## config.mk

```make
export PLATFORM = sky130hd
export DESIGN_NAME = pt2d_div
export DESIGN_NICKNAME = d
export VERILOG_FILES = /design/src/sv/assert_macros.svh /design/src/sv/pt2d_pkg.sv /design/src/sv/pt2d_div.sv
export SDC_FILE = /design/constraint.sdc
export NUM_CORES = 2
export LEC_CHECK = 0
export BUFFER_PORTS_ARGS = -buffer_cell sky130_fd_sc_hd__buf_2
export CAP_MARGIN = 15
export CELL_PAD_IN_SITES_DETAIL_PLACEMENT = 0
export CELL_PAD_IN_SITES_GLOBAL_PLACEMENT = 1
export CORE_MARGIN = 4
export CORE_UTILIZATION = 52
export DETAILED_ROUTE_END_ITERATION = 7
export PLACE_DENSITY_LB_ADDON = 0.05
export SLEW_MARGIN = 20
export SYNTH_ARGS = -nofsm -noshare
export SYNTH_HDL_FRONTEND = slang
export SYNTH_SLANG_ARGS = --single-unit
```

## constraint.sdc

```tcl
create_clock -name clk -period 14.95 [get_ports clk]
set_input_delay 0 -clock clk [delete_from_list [all_inputs] [get_ports clk]]
set_output_delay 0 -clock clk [all_outputs]
set_load 0.005 [all_outputs]
```

## src/sv/assert_macros.svh

```systemverilog
// ----------------------------------------------------------------------------
// Assertion macros
// Shorthand for clocked assertions on clk, disabled while rst_n is low.
// ----------------------------------------------------------------------------
`ifndef ASSERT_MACROS_SVH
`define ASSERT_MACROS_SVH

// prop must hold at every clock edge out of reset
`define PT_ASSERT(label, prop, msg) \
    label: assert property (@(posedge clk) disable iff (!rst_n) prop) else $error(msg);

// cond must never be true at a clock edge out of reset
`define PT_NEVER(label, cond, msg) \
    label: assert property (@(posedge clk) disable iff (!rst_n) !(cond)) else $error(msg);

`endif

```

## src/sv/pt2d_pkg.sv

```systemverilog
// ----------------------------------------------------------------------------
// pt2d_pkg
// Types, widths, constants and helpers for the 2D scale/rotate/translate block.
// ----------------------------------------------------------------------------
package pt2d_pkg;

    localparam int FRAC_BITS    = 16;
    localparam int ANGLE_BITS   = 16;
    localparam int COORD_W      = 32;
    localparam int ANGLE_W      = 16;
    localparam int PHASE_W      = 32;
    localparam int CFG_IDX_W    = 3;
    localparam int CORDIC_STEPS = 28;
    localparam int STEP_W       = 5;
    localparam int CORDIC_W     = 34;
    localparam int TRIG_W       = 32;
    localparam int TRIG_FRAC    = 30;

    localparam int SCL_W  = 2 * COORD_W;        // scale product
    localparam int WIDE_W = COORD_W + 1;        // clamped intermediate
    localparam int PROD_W = TRIG_W + WIDE_W;    // rotation product
    localparam int RSUM_W = PROD_W + 1;         // rotation sum
    localparam int RSH_W  = RSUM_W - TRIG_FRAC; // rotation sum after rescale
    localparam int FWD_W  = RSH_W + 1;          // plus translation

    localparam int QW      = COORD_W;           // quotient bits kept
    localparam int NUM_W   = COORD_W + 1 + FRAC_BITS;
    localparam int CMP_W   = COORD_W + QW;
    localparam int DRES_W  = QW + 2;
    localparam int DIV_LAT = QW + 1;

    localparam int EPS_RECIP = 1000000;
    localparam int TINY_LIM  = (2 ** FRAC_BITS + EPS_RECIP - 1) / EPS_RECIP;

    localparam longint WIDE_MAX = (64'sd1 <<< (WIDE_W - 1)) - 64'sd1;
    localparam logic signed [FWD_W-1:0] NARROW_MAX = (FWD_W'(1) <<< (COORD_W - 1)) - 1;
    localparam logic signed [FWD_W-1:0] NARROW_MIN = -(FWD_W'(1) <<< (COORD_W - 1));

    localparam logic signed [CORDIC_W-1:0] CORDIC_GAIN = CORDIC_W'(652032874);
    localparam logic signed [CORDIC_W-1:0] ONE_TRIG    = CORDIC_W'(1) <<< TRIG_FRAC;
    localparam logic [PHASE_W-1:0] PHASE_MASK =
        ~((PHASE_W'(1) << (PHASE_W - ANGLE_BITS)) - PHASE_W'(1));
    localparam logic [PHASE_W-1:0] PHASE_QUARTER = PHASE_W'(1) << (PHASE_W - 2);
    localparam logic [PHASE_W-1:0] PHASE_HALF    = PHASE_W'(1) << (PHASE_W - 1);

    localparam logic [CFG_IDX_W-1:0] REG_POS_X   = 3'd0;
    localparam logic [CFG_IDX_W-1:0] REG_POS_Y   = 3'd1;
    localparam logic [CFG_IDX_W-1:0] REG_ANGLE   = 3'd2;
    localparam logic [CFG_IDX_W-1:0] REG_SCALE_X = 3'd3;
    localparam logic [CFG_IDX_W-1:0] REG_SCALE_Y = 3'd4;

    localparam logic CMD_FWD = 1'b0;
    localparam logic CMD_INV = 1'b1;

    typedef enum logic [1:0] {
        CS_LOAD,
        CS_RUN,
        CS_IDLE
    } cs_t;

    typedef struct packed {
        logic                      cmd;
        logic signed [COORD_W-1:0] point_x;
        logic signed [COORD_W-1:0] point_y;
    } in_t;

    typedef struct packed {
        logic signed [COORD_W-1:0] out_x;
        logic signed [COORD_W-1:0] out_y;
        logic                      zero_scale;
        logic                      saturated;
    } out_t;

    typedef struct packed {
        logic signed [COORD_W-1:0] pos_x;
        logic signed [COORD_W-1:0] pos_y;
        logic signed [COORD_W-1:0] scale_x;
        logic signed [COORD_W-1:0] scale_y;
    } cfg_t;

    typedef struct packed {
        logic signed [TRIG_W-1:0] cos_v;
        logic signed [TRIG_W-1:0] sin_v;
    } trig_t;

    typedef struct packed {
        logic                    cmd;
        logic                    sat;
        logic signed [FWD_W-1:0] ex;
        logic signed [FWD_W-1:0] ey;
    } mid_t;

    typedef struct packed {
        logic signed [DRES_W-1:0] value;
        logic                     tiny;
    } dres_t;

    function automatic logic [CORDIC_W-1:0] atan_turn(input logic [STEP_W-1:0] i);
        logic [CORDIC_W-1:0] r;
        unique case (i)
            5'd0:    r = CORDIC_W'(32'h20000000);
            5'd1:    r = CORDIC_W'(32'h12E4051E);
            5'd2:    r = CORDIC_W'(32'h09FB385B);
            5'd3:    r = CORDIC_W'(32'h051111D4);
            5'd4:    r = CORDIC_W'(32'h028B0D43);
            5'd5:    r = CORDIC_W'(32'h0145D7E1);
            5'd6:    r = CORDIC_W'(32'h00A2F61E);
            5'd7:    r = CORDIC_W'(32'h00517C55);
            5'd8:    r = CORDIC_W'(32'h0028BE53);
            5'd9:    r = CORDIC_W'(32'h00145F2F);
            5'd10:   r = CORDIC_W'(32'h000A2F98);
            5'd11:   r = CORDIC_W'(32'h000517CC);
            5'd12:   r = CORDIC_W'(32'h00028BE6);
            5'd13:   r = CORDIC_W'(32'h000145F3);
            5'd14:   r = CORDIC_W'(32'h0000A2FA);
            5'd15:   r = CORDIC_W'(32'h0000517D);
            5'd16:   r = CORDIC_W'(32'h000028BE);
            5'd17:   r = CORDIC_W'(32'h0000145F);
            5'd18:   r = CORDIC_W'(32'h00000A30);
            5'd19:   r = CORDIC_W'(32'h00000518);
            5'd20:   r = CORDIC_W'(32'h0000028C);
            5'd21:   r = CORDIC_W'(32'h00000146);
            5'd22:   r = CORDIC_W'(32'h000000A3);
            5'd23:   r = CORDIC_W'(32'h00000051);
            5'd24:   r = CORDIC_W'(32'h00000029);
            5'd25:   r = CORDIC_W'(32'h00000014);
            5'd26:   r = CORDIC_W'(32'h0000000A);
            5'd27:   r = CORDIC_W'(32'h00000005);
            default: r = '0;
        endcase
        return r;
    endfunction

    function automatic logic over_wide(input logic signed [SCL_W-1:0] v);
        return (v > WIDE_MAX) || (v < -WIDE_MAX);
    endfunction

    function automatic logic signed [WIDE_W-1:0] clamp_wide(input logic signed [SCL_W-1:0] v);
        logic signed [SCL_W-1:0] r;
        if (v > WIDE_MAX)
            r = WIDE_MAX;
        else if (v < -WIDE_MAX)
            r = -WIDE_MAX;
        else
            r = v;
        return WIDE_W'(r);
    endfunction

    function automatic logic over_narrow(input logic signed [FWD_W-1:0] v);
        return (v > NARROW_MAX) || (v < NARROW_MIN);
    endfunction

    function automatic logic signed [COORD_W-1:0] clamp_narrow(input logic signed [FWD_W-1:0] v);
        logic signed [FWD_W-1:0] r;
        if (v > NARROW_MAX)
            r = NARROW_MAX;
        else if (v < NARROW_MIN)
            r = NARROW_MIN;
        else
            r = v;
        return COORD_W'(r);
    endfunction

endpackage

```

## src/sv/pt2d_div.sv

```systemverilog
// ----------------------------------------------------------------------------
// pt2d_div
// Pipelined restoring divider, one quotient bit per stage, rounds to nearest
// with ties away from zero. Quotients past the 32-bit range come out with an
// overflow bit set above the quotient bits.
// ----------------------------------------------------------------------------
module pt2d_div import pt2d_pkg::*;
(
    input  logic                      clk,
    input  logic                      en,
    input  logic signed [FWD_W-1:0]   num,
    input  logic signed [COORD_W-1:0] den,
    output dres_t                     res
);

    logic [NUM_W-1:0] rem_reg  [0:QW];
    logic [QW-1:0]    q_reg    [0:QW];
    logic             neg_reg  [0:QW];
    logic             ovf_reg  [0:QW];
    logic             tiny_reg [0:QW];

    logic signed [WIDE_W-1:0] nv, nabs;
    logic [COORD_W-1:0]       dabs;
    logic [NUM_W-1:0]         an;
    logic                     ovf_w, tiny_w, neg_w;

    always_comb
    begin
        nv     = WIDE_W'(num);
        nabs   = nv[WIDE_W-1] ? -nv : nv;
        dabs   = den[COORD_W-1] ? COORD_W'(-den) : COORD_W'(den);
        // numerator scaled up, plus half the divisor for rounding
        an     = (NUM_W'(nabs[COORD_W-1:0]) << FRAC_BITS) + NUM_W'(dabs >> 1);
        ovf_w  = CMP_W'(an) >= (CMP_W'(dabs) << QW);
        tiny_w = dabs < COORD_W'(TINY_LIM);
        neg_w  = nv[WIDE_W-1] ^ den[COORD_W-1];
    end

    always_ff @(posedge clk)
    begin
        if (en)
        begin
            rem_reg[0]  <= an;
            q_reg[0]    <= '0;
            neg_reg[0]  <= neg_w;
            ovf_reg[0]  <= ovf_w;
            tiny_reg[0] <= tiny_w;
        end
    end

    genvar gi;
    generate
        for (gi = 0; gi < QW; gi++)
        begin : g_bit
            logic [CMP_W-1:0] dsh, rz;
            logic             ge;

            always_comb
            begin
                dsh = CMP_W'(dabs) << (QW - 1 - gi);
                rz  = CMP_W'(rem_reg[gi]);
                ge  = (rz >= dsh);
            end

            always_ff @(posedge clk)
            begin
                if (en)
                begin
                    rem_reg[gi+1]  <= ge ? NUM_W'(rz - dsh) : rem_reg[gi];
                    q_reg[gi+1]    <= {q_reg[gi][QW-2:0], ge};
                    neg_reg[gi+1]  <= neg_reg[gi];
                    ovf_reg[gi+1]  <= ovf_reg[gi];
                    tiny_reg[gi+1] <= tiny_reg[gi];
                end
            end
        end
    endgenerate

    logic signed [DRES_W-1:0] mag;

    always_comb
    begin
        mag = $signed({1'b0, ovf_reg[QW], q_reg[QW]});
        if (tiny_reg[QW])
            res.value = '0;
        else if (neg_reg[QW])
            res.value = -mag;
        else
            res.value = mag;
        res.tiny = tiny_reg[QW];
    end

endmodule

```

==> qor.txt <==
CP max-delay cell: or4_1
Primary FF master, synth: edfxtp_1
Post-Syn Area: 127000 sq um
Tot Pwr: 26300 uW
Rows: 181
pin count of the biggest net entering global routing: 177
Top Family by Delay on Critical Path: simple AND/OR/NAND/NOR gates
NumNets Final: 12.4k
via count: 90.2k
root buffer cell: clkbuf_16
Post-synth EDFFs: 2195
Worst setup EP type: flip-flop
FILL cells: 19.9k
die footprint: 253000 sq um
TritonRoute pass-1 iters: 6
syn avg cell area: 11.5 sq um
dpl hpwl: 264000 microns
count of input and output buffers: 101
GPL Wtd Cong: 0.910
Starting Density: 0.523
CP arrival: 8.38 ns
type of the worst min-delay path: primary input to flip-flop
H-Tree Depth: 4
P&R area growth vs syn: 11.2%
routed len/inst: 24.7 microns
clock skew: 0.0690 ns
CTS max path bufs: 3
Post-Route WL: 366000 microns
Routed Antenna Nets: 0
Critical Path Fanout Max: 8
Max Cap Violations: 0
flops & latches, synth: 2195
Cell variety after synth: 91
die width: 503 microns
Pleak: 0.0533 uW
fmax: 130 MHz
crit path time final: 7.67 ns
Power Density: 186 nW/um^2
clock sink total: 2195
post-CTS setup buffer count: 0
first-pass GRT wire length: 544000 microns
post-route cell area: 141000 sq um
die height: 503 microns
clock latency on the worst-skew pair: 0.87 ns
via/cell ratio: 6.09
DP Worst Slack: 7.19 ns
Overflow after GRT: 0
post-route clock period utilization: 0.513
Setup CP Type: primary input to flip-flop
vias in the first global route: 86.9k
non-filler instance count after layout: 14.8k
share of layout cells above drive strength 1: 0.0990
Rel. slew slack: 0.273
Finish-stage setup viols: 0
Hold Fails Final Rpt: 0
# IOs: 106
Post-Synthesis Cells: 11.1k
max-slew violation count: 0
RSZ-0062 raised after global routing: false
net count after synthesis: 12.1k
post-route DRC violation count: 0
Slew @ Worst Pin: 1.06 ns
post-route setup slack: 7.28 ns
Worst Setup Start Kind: primary input
CTS tree: yes
setup_tns: 0 ns
Clock transition at path regs: 0.06 ns
Iter 0 DRT Violations: 7270
asr flop ratio synth: 0
yosys warns: 0
VDD IR-drop max: 0.156 mV
CTS Buf Count: 231
DP Area: 132000 sq um
initial antenna violation count: 17
CP Buf/Inv Count: 4
max reg flops: 1568
placed cells: 14.3k
register area share after synthesis: 0.518
core area: 243000 sq um
status: finished, final reports clean
Worst EP required: 15.66 ns
gr usage total: 0.284
crit-path max cell delay: 0.59 ns
## stage by stage
step,hold slack [ns],util
3_3_place_gp,0.400,0.544
6_report,0.0949,0.581
3_5_place_dp,0.405,0.544
4_1_cts,0.0205,0.581
2_1_floorplan,0.112,-
5_1_grt,0.0523,0.581
## cell usage after synthesis, drive strengths merged, types with 22 or more instances
cell	instances	share of area
a2111oi	36	0.0025
a211o	29	0.0020
a211oi	68	0.0040
a21boi	33	0.0019
a21o	423	0.025
a21oi	886	0.035
a221oi	22	0.0015
a31o	33	0.0023
a31oi	99	0.0049
a41oi	22	0.0015
and2	53	0.0026
and3	73	0.0036
and4	26	0.0018
buf	45	0.0015
clkbuf	210	0.0062
edfxtp	2195	0.52
fa	32	0.0050
ha	927	0.091
inv	359	0.011
mux2	359	0.032
mux2i	32	0.0025
nand2	781	0.023
nand2b	120	0.0059
nand3	201	0.0079
nand4	148	0.0073
nand4b	29	0.0020
nor2	705	0.021
nor2b	117	0.0058
nor3	207	0.0083
nor4	174	0.0087
nor4b	24	0.0017
o211ai	46	0.0027
o21a	111	0.0065
o21ai	731	0.029
o21bai	142	0.0084
o31ai	77	0.0045
o41ai	30	0.0021
or2	65	0.0032
or3	77	0.0038
or4	41	0.0024
xnor2	634	0.044
xor2	393	0.027
## worst register-to-register path, delay by kind of cell, from the launching register on
| family | cells | cell delay (ns) |
|---|---|---|
| simple gates | 3 | 1.11 |
| xor+xnor | 1 | 0.15 |
| flops | 1 | 0.38 |
| buf+inv | 2 | 0.13 |
| fa+ha+maj | 2 | 0.57 |
| compound gates | 7 | 2.75 |
## repair_timing
item	CTS	global route
hold buffers	88	0
gates resized for setup	0	0
hold endpoints to repair	202	0
## logic make-up after synthesis
kind of cell               after synthesis  synth area share
AOI/OAI and AO/OA                     2979             0.147
DFF                                   2195             0.518
adders and majority gates              976            0.0975
buffers and inverters                  616            0.0184
xor gates and xnor gates              1030            0.0713
muxes                                  391            0.0343
and+or+nand+nor                       2914             0.114
## layer usage
layer,vias up,GRT usage,part of all wire
met5,-,0,0.000060
met2,2564,0.465,0.47
met4,4,0.143,0.058
met3,658,0.0374,0.052
li1,42975,-,-
met1,44047,0.373,0.42
## area by class of cell
type	count	area (sq um)	share of cell area
antenna	24	60.1	0.000424
clock buffer	256	5870	0.0415
clock inverter	173	2290	0.0162
inverter	361	1360	0.00962
multi-input combinational	8290	59500	0.420
sequential	2195	65900	0.466
tap	3202	4010	0.0283
timing repair buffer	310	2490	0.0176
## worst paths after layout
kind / from / end / slack [ns] / cells past startpoint
setup / recovery: den[4] / ovf_reg[0][0] / 7.28 / 28
hold reg to reg: q_reg[0][483] / q_reg[0][516] / 0.39 / 0
hold / removal: den[23] / rem_reg[0][24] / 0.09 / 7
setup reg to reg: rem_reg[0][1471] / rem_reg[0][1566] / 9.60 / 15
## layout by cell type, fill, tap and decap left out, types with 31 or more instances in the layout
cell	n
or4_1	41
nand2_1	780
clkinv_2	32
and2_1	52
and3_1	72
or2_2	65
nor2b_1	117
mux2_2	359
nand3_1	201
o21a_1	110
nor3_1	202
nand4_1	148
a21o_1	423
dlygate4sd3_1	88
clkinvlp_4	32
nor2_1	703
inv_1	346
mux2i_1	31
a31o_2	33
o21ai_0	725
o31ai_1	75
o21bai_1	142
ha_1	927
a21oi_1	882
a31oi_1	97
bufinv_16	39
a211oi_1	65
nor4_1	173
xnor2_1	629
a21boi_0	32
fa_1	32
xor2_1	380
or3_1	76
a2111oi_0	34
clkbuf_16	231
nand2b_1	120
buf_2	99
buf_4	107
edfxtp_1	2195
o211ai_1	46
## where the power goes
group	total [uW]	leakage [uW]	switching, uW	internal (uW)
Combinational	10700	0.0281	6160	4490
Sequential	9590	0.0213	959	8630
Clock	6110	0.00387	2570	3540
Total	26300	0.0533	9680	16700
(Power assumes the default switching activity.)
