## src/sv/assert_macros.svh

```systemverilog
// ----------------------------------------------------------------------------
// Assertion macros
// Shorthand for clocked assertions on clk, disabled while rst_n is low.
// ----------------------------------------------------------------------------
`ifndef ASSERT_MACROS_SVH
`define ASSERT_MACROS_SVH

// prop must hold at every clock edge out of reset
`define PT_ASSERT(label, prop, msg) \
    label: assert property (@(posedge clk) disable iff (!rst_n) prop) else $error(msg);

// cond must never be true at a clock edge out of reset
`define PT_NEVER(label, cond, msg) \
    label: assert property (@(posedge clk) disable iff (!rst_n) !(cond)) else $error(msg);

`endif

```

## src/sv/pt2d_pkg.sv

```systemverilog
// ----------------------------------------------------------------------------
// pt2d_pkg
// Types, widths, constants and helpers for the 2D scale/rotate/translate block.
// ----------------------------------------------------------------------------
package pt2d_pkg;

    localparam int FRAC_BITS    = 16;
    localparam int ANGLE_BITS   = 16;
    localparam int COORD_W      = 32;
    localparam int ANGLE_W      = 16;
    localparam int PHASE_W      = 32;
    localparam int CFG_IDX_W    = 3;
    localparam int CORDIC_STEPS = 28;
    localparam int STEP_W       = 5;
    localparam int CORDIC_W     = 34;
    localparam int TRIG_W       = 32;
    localparam int TRIG_FRAC    = 30;

    localparam int SCL_W  = 2 * COORD_W;        // scale product
    localparam int WIDE_W = COORD_W + 1;        // clamped intermediate
    localparam int PROD_W = TRIG_W + WIDE_W;    // rotation product
    localparam int RSUM_W = PROD_W + 1;         // rotation sum
    localparam int RSH_W  = RSUM_W - TRIG_FRAC; // rotation sum after rescale
    localparam int FWD_W  = RSH_W + 1;          // plus translation

    localparam int QW      = COORD_W;           // quotient bits kept
    localparam int NUM_W   = COORD_W + 1 + FRAC_BITS;
    localparam int CMP_W   = COORD_W + QW;
    localparam int DRES_W  = QW + 2;
    localparam int DIV_LAT = QW + 1;

    localparam int EPS_RECIP = 1000000;
    localparam int TINY_LIM  = (2 ** FRAC_BITS + EPS_RECIP - 1) / EPS_RECIP;

    localparam longint WIDE_MAX = (64'sd1 <<< (WIDE_W - 1)) - 64'sd1;
    localparam logic signed [FWD_W-1:0] NARROW_MAX = (FWD_W'(1) <<< (COORD_W - 1)) - 1;
    localparam logic signed [FWD_W-1:0] NARROW_MIN = -(FWD_W'(1) <<< (COORD_W - 1));

    localparam logic signed [CORDIC_W-1:0] CORDIC_GAIN = CORDIC_W'(652032874);
    localparam logic signed [CORDIC_W-1:0] ONE_TRIG    = CORDIC_W'(1) <<< TRIG_FRAC;
    localparam logic [PHASE_W-1:0] PHASE_MASK =
        ~((PHASE_W'(1) << (PHASE_W - ANGLE_BITS)) - PHASE_W'(1));
    localparam logic [PHASE_W-1:0] PHASE_QUARTER = PHASE_W'(1) << (PHASE_W - 2);
    localparam logic [PHASE_W-1:0] PHASE_HALF    = PHASE_W'(1) << (PHASE_W - 1);

    localparam logic [CFG_IDX_W-1:0] REG_POS_X   = 3'd0;
    localparam logic [CFG_IDX_W-1:0] REG_POS_Y   = 3'd1;
    localparam logic [CFG_IDX_W-1:0] REG_ANGLE   = 3'd2;
    localparam logic [CFG_IDX_W-1:0] REG_SCALE_X = 3'd3;
    localparam logic [CFG_IDX_W-1:0] REG_SCALE_Y = 3'd4;

    localparam logic CMD_FWD = 1'b0;
    localparam logic CMD_INV = 1'b1;

    typedef enum logic [1:0] {
        CS_LOAD,
        CS_RUN,
        CS_IDLE
    } cs_t;

    typedef struct packed {
        logic                      cmd;
        logic signed [COORD_W-1:0] point_x;
        logic signed [COORD_W-1:0] point_y;
    } in_t;

    typedef struct packed {
        logic signed [COORD_W-1:0] out_x;
        logic signed [COORD_W-1:0] out_y;
        logic                      zero_scale;
        logic                      saturated;
    } out_t;

    typedef struct packed {
        logic signed [COORD_W-1:0] pos_x;
        logic signed [COORD_W-1:0] pos_y;
        logic signed [COORD_W-1:0] scale_x;
        logic signed [COORD_W-1:0] scale_y;
    } cfg_t;

    typedef struct packed {
        logic signed [TRIG_W-1:0] cos_v;
        logic signed [TRIG_W-1:0] sin_v;
    } trig_t;

    typedef struct packed {
        logic                    cmd;
        logic                    sat;
        logic signed [FWD_W-1:0] ex;
        logic signed [FWD_W-1:0] ey;
    } mid_t;

    typedef struct packed {
        logic signed [DRES_W-1:0] value;
        logic                     tiny;
    } dres_t;

    function automatic logic [CORDIC_W-1:0] atan_turn(input logic [STEP_W-1:0] i);
        logic [CORDIC_W-1:0] r;
        unique case (i)
            5'd0:    r = CORDIC_W'(32'h20000000);
            5'd1:    r = CORDIC_W'(32'h12E4051E);
            5'd2:    r = CORDIC_W'(32'h09FB385B);
            5'd3:    r = CORDIC_W'(32'h051111D4);
            5'd4:    r = CORDIC_W'(32'h028B0D43);
            5'd5:    r = CORDIC_W'(32'h0145D7E1);
            5'd6:    r = CORDIC_W'(32'h00A2F61E);
            5'd7:    r = CORDIC_W'(32'h00517C55);
            5'd8:    r = CORDIC_W'(32'h0028BE53);
            5'd9:    r = CORDIC_W'(32'h00145F2F);
            5'd10:   r = CORDIC_W'(32'h000A2F98);
            5'd11:   r = CORDIC_W'(32'h000517CC);
            5'd12:   r = CORDIC_W'(32'h00028BE6);
            5'd13:   r = CORDIC_W'(32'h000145F3);
            5'd14:   r = CORDIC_W'(32'h0000A2FA);
            5'd15:   r = CORDIC_W'(32'h0000517D);
            5'd16:   r = CORDIC_W'(32'h000028BE);
            5'd17:   r = CORDIC_W'(32'h0000145F);
            5'd18:   r = CORDIC_W'(32'h00000A30);
            5'd19:   r = CORDIC_W'(32'h00000518);
            5'd20:   r = CORDIC_W'(32'h0000028C);
            5'd21:   r = CORDIC_W'(32'h00000146);
            5'd22:   r = CORDIC_W'(32'h000000A3);
            5'd23:   r = CORDIC_W'(32'h00000051);
            5'd24:   r = CORDIC_W'(32'h00000029);
            5'd25:   r = CORDIC_W'(32'h00000014);
            5'd26:   r = CORDIC_W'(32'h0000000A);
            5'd27:   r = CORDIC_W'(32'h00000005);
            default: r = '0;
        endcase
        return r;
    endfunction

    function automatic logic over_wide(input logic signed [SCL_W-1:0] v);
        return (v > WIDE_MAX) || (v < -WIDE_MAX);
    endfunction

    function automatic logic signed [WIDE_W-1:0] clamp_wide(input logic signed [SCL_W-1:0] v);
        logic signed [SCL_W-1:0] r;
        if (v > WIDE_MAX)
            r = WIDE_MAX;
        else if (v < -WIDE_MAX)
            r = -WIDE_MAX;
        else
            r = v;
        return WIDE_W'(r);
    endfunction

    function automatic logic over_narrow(input logic signed [FWD_W-1:0] v);
        return (v > NARROW_MAX) || (v < NARROW_MIN);
    endfunction

    function automatic logic signed [COORD_W-1:0] clamp_narrow(input logic signed [FWD_W-1:0] v);
        logic signed [FWD_W-1:0] r;
        if (v > NARROW_MAX)
            r = NARROW_MAX;
        else if (v < NARROW_MIN)
            r = NARROW_MIN;
        else
            r = v;
        return COORD_W'(r);
    endfunction

endpackage

```

## src/sv/pt2d_cordic.sv

```systemverilog
// ----------------------------------------------------------------------------
// pt2d_cordic
// Iterative CORDIC: one rotation step per cycle, gives cos and sin in Q2.30.
// ----------------------------------------------------------------------------
module pt2d_cordic import pt2d_pkg::*;
(
    input  logic               clk,
    input  logic               rst_n,
    input  logic               start,
    input  logic [ANGLE_W-1:0] angle,
    output trig_t              trig,
    output logic               busy
);

    cs_t                        state_reg, state_next;
    logic [STEP_W-1:0]          step_reg;
    logic signed [CORDIC_W-1:0] x_reg, y_reg, z_reg;
    logic                       flip_reg;
    logic signed [TRIG_W-1:0]   cos_reg, sin_reg;

    logic [PHASE_W-1:0]         phase, phase_q, phase_u;
    logic                       flip_w;
    logic signed [CORDIC_W-1:0] z_init;
    logic signed [CORDIC_W-1:0] x_step, y_step, z_step, at;
    logic signed [CORDIC_W-1:0] x_fin, y_fin, cos_c, sin_c;
    logic                       last_step;

    assign last_step = (step_reg == STEP_W'(CORDIC_STEPS - 1));

    always_comb
    begin
        if (start)
            state_next = CS_LOAD;
        else
        begin
            unique case (state_reg)
                CS_LOAD: state_next = CS_RUN;
                CS_RUN:  state_next = last_step ? CS_IDLE : CS_RUN;
                CS_IDLE: state_next = CS_IDLE;
                default: state_next = CS_LOAD;
            endcase
        end
    end

    always_comb
    begin
        busy = (state_reg != CS_IDLE);
    end

    always_comb
    begin
        // angle to the top of a 32-bit phase, fold into the right half plane
        phase   = (PHASE_W'(angle) << (PHASE_W - ANGLE_W)) & PHASE_MASK;
        phase_q = phase + PHASE_QUARTER;
        flip_w  = phase_q[PHASE_W-1];
        phase_u = flip_w ? (phase ^ PHASE_HALF) : phase;
        z_init  = CORDIC_W'($signed(phase_u));

        at = $signed(atan_turn(step_reg));
        if (!z_reg[CORDIC_W-1])
        begin
            x_step = x_reg - (y_reg >>> step_reg);
            y_step = y_reg + (x_reg >>> step_reg);
            z_step = z_reg - at;
        end
        else
        begin
            x_step = x_reg + (y_reg >>> step_reg);
            y_step = y_reg - (x_reg >>> step_reg);
            z_step = z_reg + at;
        end

        x_fin = flip_reg ? -x_step : x_step;
        y_fin = flip_reg ? -y_step : y_step;
        if (x_fin > ONE_TRIG)
            cos_c = ONE_TRIG;
        else if (x_fin < -ONE_TRIG)
            cos_c = -ONE_TRIG;
        else
            cos_c = x_fin;
        if (y_fin > ONE_TRIG)
            sin_c = ONE_TRIG;
        else if (y_fin < -ONE_TRIG)
            sin_c = -ONE_TRIG;
        else
            sin_c = y_fin;
    end

    always_ff @(posedge clk or negedge rst_n)
    begin
        if (!rst_n)
        begin
            state_reg <= CS_LOAD;
            step_reg  <= '0;
        end
        else
        begin
            state_reg <= state_next;
            if (state_reg == CS_LOAD)
                step_reg <= '0;
            else if (state_reg == CS_RUN)
                step_reg <= step_reg + STEP_W'(1);
        end
    end

    always_ff @(posedge clk)
    begin
        if (state_reg == CS_LOAD)
        begin
            x_reg    <= CORDIC_GAIN;
            y_reg    <= '0;
            z_reg    <= z_init;
            flip_reg <= flip_w;
        end
        else if (state_reg == CS_RUN)
        begin
            x_reg <= x_step;
            y_reg <= y_step;
            z_reg <= z_step;
            if (last_step)
            begin
                cos_reg <= TRIG_W'(cos_c);
                sin_reg <= TRIG_W'(sin_c);
            end
        end
    end

    assign trig.cos_v = cos_reg;
    assign trig.sin_v = sin_reg;

endmodule

```

## config.mk

```make
export PLATFORM = sky130hd
export DESIGN_NAME = pt2d_cordic
export DESIGN_NICKNAME = d
export VERILOG_FILES = /design/src/sv/assert_macros.svh /design/src/sv/pt2d_pkg.sv /design/src/sv/pt2d_cordic.sv
export SDC_FILE = /design/constraint.sdc
export NUM_CORES = 1
export LEC_CHECK = 0
export BUFFER_PORTS_ARGS = -buffer_cell sky130_fd_sc_hd__buf_2
export CAP_MARGIN = 20
export CORE_UTILIZATION = 40
export DETAILED_ROUTE_END_ITERATION = 16
export GPL_ROUTABILITY_DRIVEN = 0
export HOLD_SLACK_MARGIN = 0.03
export MAX_ROUTING_LAYER = met4
export PLACE_DENSITY = 0.67
export SLEW_MARGIN = 20
export SYNTH_ARGS = -nofsm -noshare
export SYNTH_HDL_FRONTEND = slang
export SYNTH_SLANG_ARGS = --single-unit
```

## constraint.sdc

```tcl
create_clock -name clk -period 15.4 [get_ports clk]
set_input_delay 3.08 -clock clk [delete_from_list [all_inputs] [get_ports clk]]
set_output_delay 3.08 -clock clk [all_outputs]
set_load 0.1 [all_outputs]
```

==> flow_summary_export.csv, run 1 <==
group,metric,value,unit
sta,slew_violations,0,
global_routing,first_global_vias,21370,
worst_hold_path,hp-class,"reg2reg",
sta,setup_tns,0,ps
logic_synthesis,synth_seq_cells,174,
logic_synthesis,yosysMostFrequentCell,"nand2_1",
sta,min_period_over_period,63.48,%
clocking,cts.clk_slew.worst_paths,80,ps
finish,fin_util,43.11,%
sta,whs,489.0,ps
finish,syn_to_final_growth,6.254,%
floorplan,core-area,56600,µm²
drt,routedWlPerCell,21.50,µm
sta,fin_skew,23.20,ps
sta,rsz0062_at_grt,"false",
drt,drc,0,
worst_setup_path,r2r_setup_slack,5620,ps
sta,final-hold-violation-count,0,
logic_synthesis,syn_area,22970,µm²
flow_run,maxCapViolCount,0,
sta,max_freq,0.1023,GHz
logic_synthesis,ys_seq_area_share,19.63,%
worst_setup_path,worstSetupPathType,"reg2reg",
global_routing,grt_antenna_before_repair,2,
worst_setup_path,cp_max_fo,68,
logic_synthesis,ys_dominant_reg_cell,"edfxtp_1",
global_routing,grt_max_degree,82,
clocking,clkLatencyLatePin,500,ps
logic_synthesis,yosys.area.top_type,"edfxtp_1",
floorplan,rows,87,
drt,drt-total-wl,75.27,mm
drt,route.vias.total,22980,
worst_setup_path,end_kind,"flip-flop",
global_routing,grt_pass1_wl,118.8,mm
clocking,cts_buffers,17,
clocking,clock_path_buffers,2,
logic_synthesis,syn_inst,2788,
sta,max_slew_margin,29.70,%
worst_setup_path,cp.arrival,10010,ps
drt,drtIter0Drc,2882,
logic_synthesis,synth_cell_types,106,
outcome,run_status,"completed",
clocking,clock-sinks,174,
finish,nFillCells,5609,
clocking,cts_tree,"built",
finish,final_area,24400,µm²
worst_setup_path,worst_ep_required_time,15640,ps
placement,placed_cell_area,23760,µm²
clocking,cts_hold_buffers,0,
logic_synthesis,synth_edf_count,99,
sta,setup_viol,0,
logic_synthesis,synthTopCellsByCount,"nand2_1, nor2_1, a21oi_1",
drt,drtPass1Iterations,7,
floorplan,die_area,58380,µm²
floorplan,start_util,40.58,%
clocking,cts_root_buf,"clkbuf_16",
drt,ant_nets,0,
floorplan,die_x,241.6,µm
placement,port_buffers,83,
logic_synthesis,yosys-top-cells-area,"edfxtp_1, mux4_2, ha_1",
floorplan,ioPinCount,84,
clocking,h-tree-depth,4,
clocking,post_cts_buffers,0,
logic_synthesis,ys_warn_count,0,
logic_synthesis,avgSynthCellArea,8.238,µm²
finish,drive_gt1_share,13.78,%
logic_synthesis,synth_top_cell_area_share,12.94,%
floorplan,die_h,241.6,µm
drt,routed_via_density,6.565,
logic_synthesis,syn_nets,2923,
worst_setup_path,start_kind,"flip-flop",
finish,fin_nets,2865,
sta,tightest_slew,1050,ps
logic_synthesis,async_flop_share,4.023,%
placement,hpwl,54.52,mm
sta,period_needed,9775,ps
clocking,cts_resized,0,
global_routing,overflow,0,
global_routing,grt_usage,25.77,%
==> cell families (layout without fill, tap and decap cells) <==
group | after synthesis | count (layout) | share of synthesized area [%]
and+or+nand+nor | 965 | 965 | 20.63
xor gates and xnor gates | 217 | 217 | 8.307
muxes | 204 | 204 | 13.98
DFF | 174 | 174 | 19.63
adders and majority gates | 116 | 116 | 6.417
buffers and inverters | 252 | 207 | 4.859
AOI/OAI and AO/OA | 860 | 860 | 26.18
other | 0 | 2 | 0
==> per-layer routing <==
layer	global-route usage [%]	vias up	wire, µm
li1	-	10490	-
met1	33.51	10920	31540
met2	38.50	1339	33180
met3	5.794	243	7712
met4	10.42	0	2832
met5	-	-	0
==> final timing paths <==
check / startpoint / endpoint / cells after the start
setup / recovery: step_reg[1]$_DFFE_PN0P_ / sin_reg[3]$_SDFFCE_PP0P_ / 25
hold / removal: x_reg[0]$_SDFFE_PP0P_ / x_reg[0]$_SDFFE_PP0P_ / 2
setup reg to reg: step_reg[1]$_DFFE_PN0P_ / sin_reg[3]$_SDFFCE_PP0P_ / 25
hold reg to reg: x_reg[0]$_SDFFE_PP0P_ / x_reg[0]$_SDFFE_PP0P_ / 2
max in group asynchronous: rst_n / step_reg[1]$_DFFE_PN0P_ / 1
min in group asynchronous: rst_n / step_reg[3]$_DFFE_PN0P_ / 1
==> worst max-delay path, cell delays in order, from the launching register on <==
cell	delay [ps]
dfrtp_4	1000
buf_4	880
mux4_2	630
mux2i_1	210
o32ai_1	130
a211oi_1	660
nor4b_1	430
and2_1	330
a21oi_1	110
xor2_1	190
ha_1	450
and3_1	210
and3_1	180
o211ai_2	130
a32oi_1	680
a31oi_1	330
a21oi_1	230
xor2_1	250
nor4_1	770
nand4_1	180
o31ai_1	410
xnor2_2	150
buf_4	320
inv_2	300
nand3_1	180
o21ai_1	80
==> layout make-up <==
| class | instances | area (µm²) | area share, % |
|---|---|---|---|
| Tap cell | 756 | 945.9 | 3.876 |
| Clock buffer | 19 | 432.9 | 1.774 |
| Multi-Input combinational cell | 2362 | 17420 | 71.37 |
| Clock inverter | 13 | 167.7 | 0.6870 |
| Inverter | 58 | 217.7 | 0.8921 |
| Timing Repair Buffer | 117 | 694.4 | 2.845 |
| Antenna cell | 2 | 5.005 | 0.02051 |
| Sequential cell | 174 | 4524 | 18.54 |
==> placed cells by master, fill, tap and decap left out, types with 14 or more instances in the layout <==
cell and instances:
mux4_2 89, xor2_1 75, or2_2 14, o211ai_1 25, nand4_1 17, edfxtp_1 99, nand3_1 145, o21ai_0 155
o21ai_1 36, nor2b_1 29, nor3_1 48, a211oi_1 32, a31oi_1 39, buf_2 83, ha_1 113, nor2_1 208
nand2_1 288, a21boi_0 14, o31ai_1 36, xnor2_1 140, dfxtp_1 68, nor4_1 15, buf_4 32, nand2b_1 26
a22o_1 30, a21o_1 61, or3_1 24, o21a_1 26, o22ai_2 28, and2_1 38, nor3b_1 14, mux2_2 40
inv_1 50, clkbuf_16 17, o21bai_1 15, o22ai_1 14, and3_1 33, a21oi_1 175, mux2i_1 73
==> stage by stage <==
step | setup WS [ps] | cells
2_1_floorplan | 8200 | 2788
3_3_place_gp | 6081 | 3465
3_5_place_dp | 5906 | 3465
4_1_cts | 5826 | 3497
5_1_grt | 5021 | 3500
6_report | 5625 | 3501
Power of run 1 is left out: the tool's default activity adds up to more than one toggle a clock period on the data nets, which glitch-free logic cannot reach.
==> run 2: changes to the inputs <==
--- a/config.mk
+++ b/config.mk
@@ -12,7 +12,7 @@
 export GPL_ROUTABILITY_DRIVEN = 0
 export HOLD_SLACK_MARGIN = 0.03
 export MAX_ROUTING_LAYER = met4
-export PLACE_DENSITY = 0.67
+export PLACE_DENSITY = 0.69
 export SLEW_MARGIN = 20
 export SYNTH_ARGS = -nofsm -noshare
 export SYNTH_HDL_FRONTEND = slang
==> constraint.sdc (replaced) <==
create_clock -name clk -period 8.5 [get_ports clk]
set_input_delay 1.7 -clock clk [delete_from_list [all_inputs] [get_ports clk]]
set_output_delay 1.7 -clock clk [all_outputs]
set_load 0.1 [all_outputs]
==> run 2 against run 1 <==
Die area is the same. Clock-buffer cell count shrank 2. Global-route usage shrank 0.44 points. Worst setup slack lost 5200 ps. Fmax grew 21%. Highest routed layer unchanged. Sequential share of layout area shrank 0.45 points. Clock skew is essentially flat. Utilization grew 1.1 points.
==> flow_summary_export.csv, run 2 (synthesis gave the netlist of run 1 again) <==
group,metric,value,unit
outcome,run_status,"completed",
sta,max_slew_margin,35.44,%
floorplan,core-area,56600,µm²
sta,slew_violations,0,
clocking,clock-sinks,174,
global_routing,global_route.usage.met2,36.88,%
finish,fin_nets,2930,
finish,layout_commonest_cell,"nand2_1",
worst_setup_path,reg2reg_from,"step_reg[1]$_DFFE_PN0P_",
floorplan,start_util,40.58,%
clocking,cts_buffers,17,
finish,syn_to_final_growth,8.890,%
floorplan,rows,87,
flow_run,maxCapViolCount,0,
worst_setup_path,slowest_delay,710,ps
sta,final-hold-violation-count,0,
worst_setup_path,worstSetupPathType,"reg2reg",
floorplan,die_h,241.6,µm
worst_setup_path,worst_ep_required_time,8750,ps
clocking,cts.clk_slew.worst_paths,80,ps
worst_setup_path,critPathLaunch,"step_reg[1]$_DFFE_PN0P_",
finish,antennaDiodeCount,0,
global_routing,overflow,0,
floorplan,ioPinCount,84,
drt,routedWlPerCell,20.91,µm
sta,tightest_slew,968.5,ps
global_routing,first_global_vias,20580,
global_routing,grt_antenna_before_repair,0,
drt,route.vias.total,22750,
floorplan,die_x,241.6,µm
placement,port_buffers,83,
drt,drt-total-wl,74.53,mm
finish,final_cell_mix,"nand2_1, nor2_1, a21oi_1",
global_routing,grt_pass1_wl,115.7,mm
worst_setup_path,cp_max_fo,30,
finish,drive_gt1_share,16.03,%
sta,setup_viol,0,
sta,min_period_over_period,94.89,%
placement,place_inst,3528,
global_routing,met1_usage,33.04,%
clocking,h-tree-depth,4,
clocking,cts_root_buf,"clkbuf_16",
worst_setup_path,crit_path_cell_trace,"buf_4, mux4_2, mux2i_1, mux2i_1, a21oi_1, nand4_1, nor4_2, nor2_1, xor2_1, ha_1, a21oi_1, o21ai_1, a21oi_1, nor2b_1, a311o_1, xor2_1, or4_1, or3_1, nor4_2, mux2i_1, o32ai_1, a41oi_2, buf_4, o21ai_1",
drt,drtPass1Iterations,5,
placement,hpwl,54.58,mm
clocking,cts_tree,"built",
sta,whs,516.4,ps
global_routing,busiest_layer,"met2",
clocking,clock_path_buffers,2,
sta,max_freq,0.1240,GHz
sta,fin_skew,23.64,ps
drt,routed_via_density,6.384,
finish,instances_no_fill,3564,
worst_setup_path,cp.arrival,8320,ps
drt,ant_nets,0,
drt,drtIter0Drc,2675,
worst_hold_path,hp-start,"y_reg[0]$_SDFFE_PP0P_",
global_routing,grt_usage,25.33,%
clocking,clkLatencyLatePin,510,ps
drt,drc,0,
clocking,cts_hold_buffers,0,
worst_setup_path,slowest_stage,"or4_1",
sta,period_needed,8066,ps
worst_setup_path,end_kind,"flip-flop",
floorplan,die_area,58380,µm²
global_routing,grt_max_degree,81,
worst_setup_path,start_kind,"flip-flop",
global_routing,grt_use_met3,6.215,%
worst_hold_path,hp-class,"reg2reg",
-- run 2: area by class of cell --
type	instances	area, µm²
clock buffer	17	425.4
timing repair buffer	182	1274
inverter	58	217.7
fill	5637	31590
multi-input combinational	2362	17450
clock inverter	15	168.9
tap	756	945.9
sequential	174	4524
-- run 2: final timing paths --
kind / depth (start not counted) / slack, ps / endpoint
max in group asynchronous: 1 / 7270 / step_reg[0]$_DFFE_PN0P_
setup reg to reg: 24 / 430 / sin_reg[16]$_SDFFCE_PP0P_
setup / recovery: 24 / 430 / sin_reg[16]$_SDFFCE_PP0P_
hold / removal: 2 / 520 / y_reg[0]$_SDFFE_PP0P_
hold reg to reg: 2 / 520 / y_reg[0]$_SDFFE_PP0P_
min in group asynchronous: 1 / 1040 / step_reg[3]$_DFFE_PN0P_
-- run 2: per-layer routing --
layer | part of all wire [%] | vias to the layer above
met5 | 0 | -
met1 | 42 | 10750
li1 | - | 10620
met4 | 4.3 | 0
met3 | 10 | 202
met2 | 43 | 1177
-- run 2: what timing repair did --
| action | CTS | global route |
|---|---|---|
| resized for setup | 0 | 7 |
| setup buffers | 0 | 3 |
| setup endpoints to repair | 0 | 62 |
-- run 2: worst max-delay path, delay by kind of cell, from the launching register on --
family                   cells  cell delay (ps)
flip-flops                   1              600
AND/OR/NAND/NOR              7             2480
adder cells (fa/ha/maj)      1              400
buffers and inverters        2              700
multiplexers                 4             1330
AO/OA/AOI/OAI                8             1900
XOR/XNOR                     2              400
-- run 2: per-stage QoR --
stage	utilization, %	instance area (µm²)	worst slack, ps	TNS [ps]
finish	44.18	25010	433.9	0
floorplan	-	22970	1300	0
detailed placement	42.92	24290	226.8	0
CTS	43.97	24890	181.3	0
global placement	42.92	24290	389.4	0
global route	44.18	25010	-18.53	-130.3
Power of run 2 is left out for the same reason.
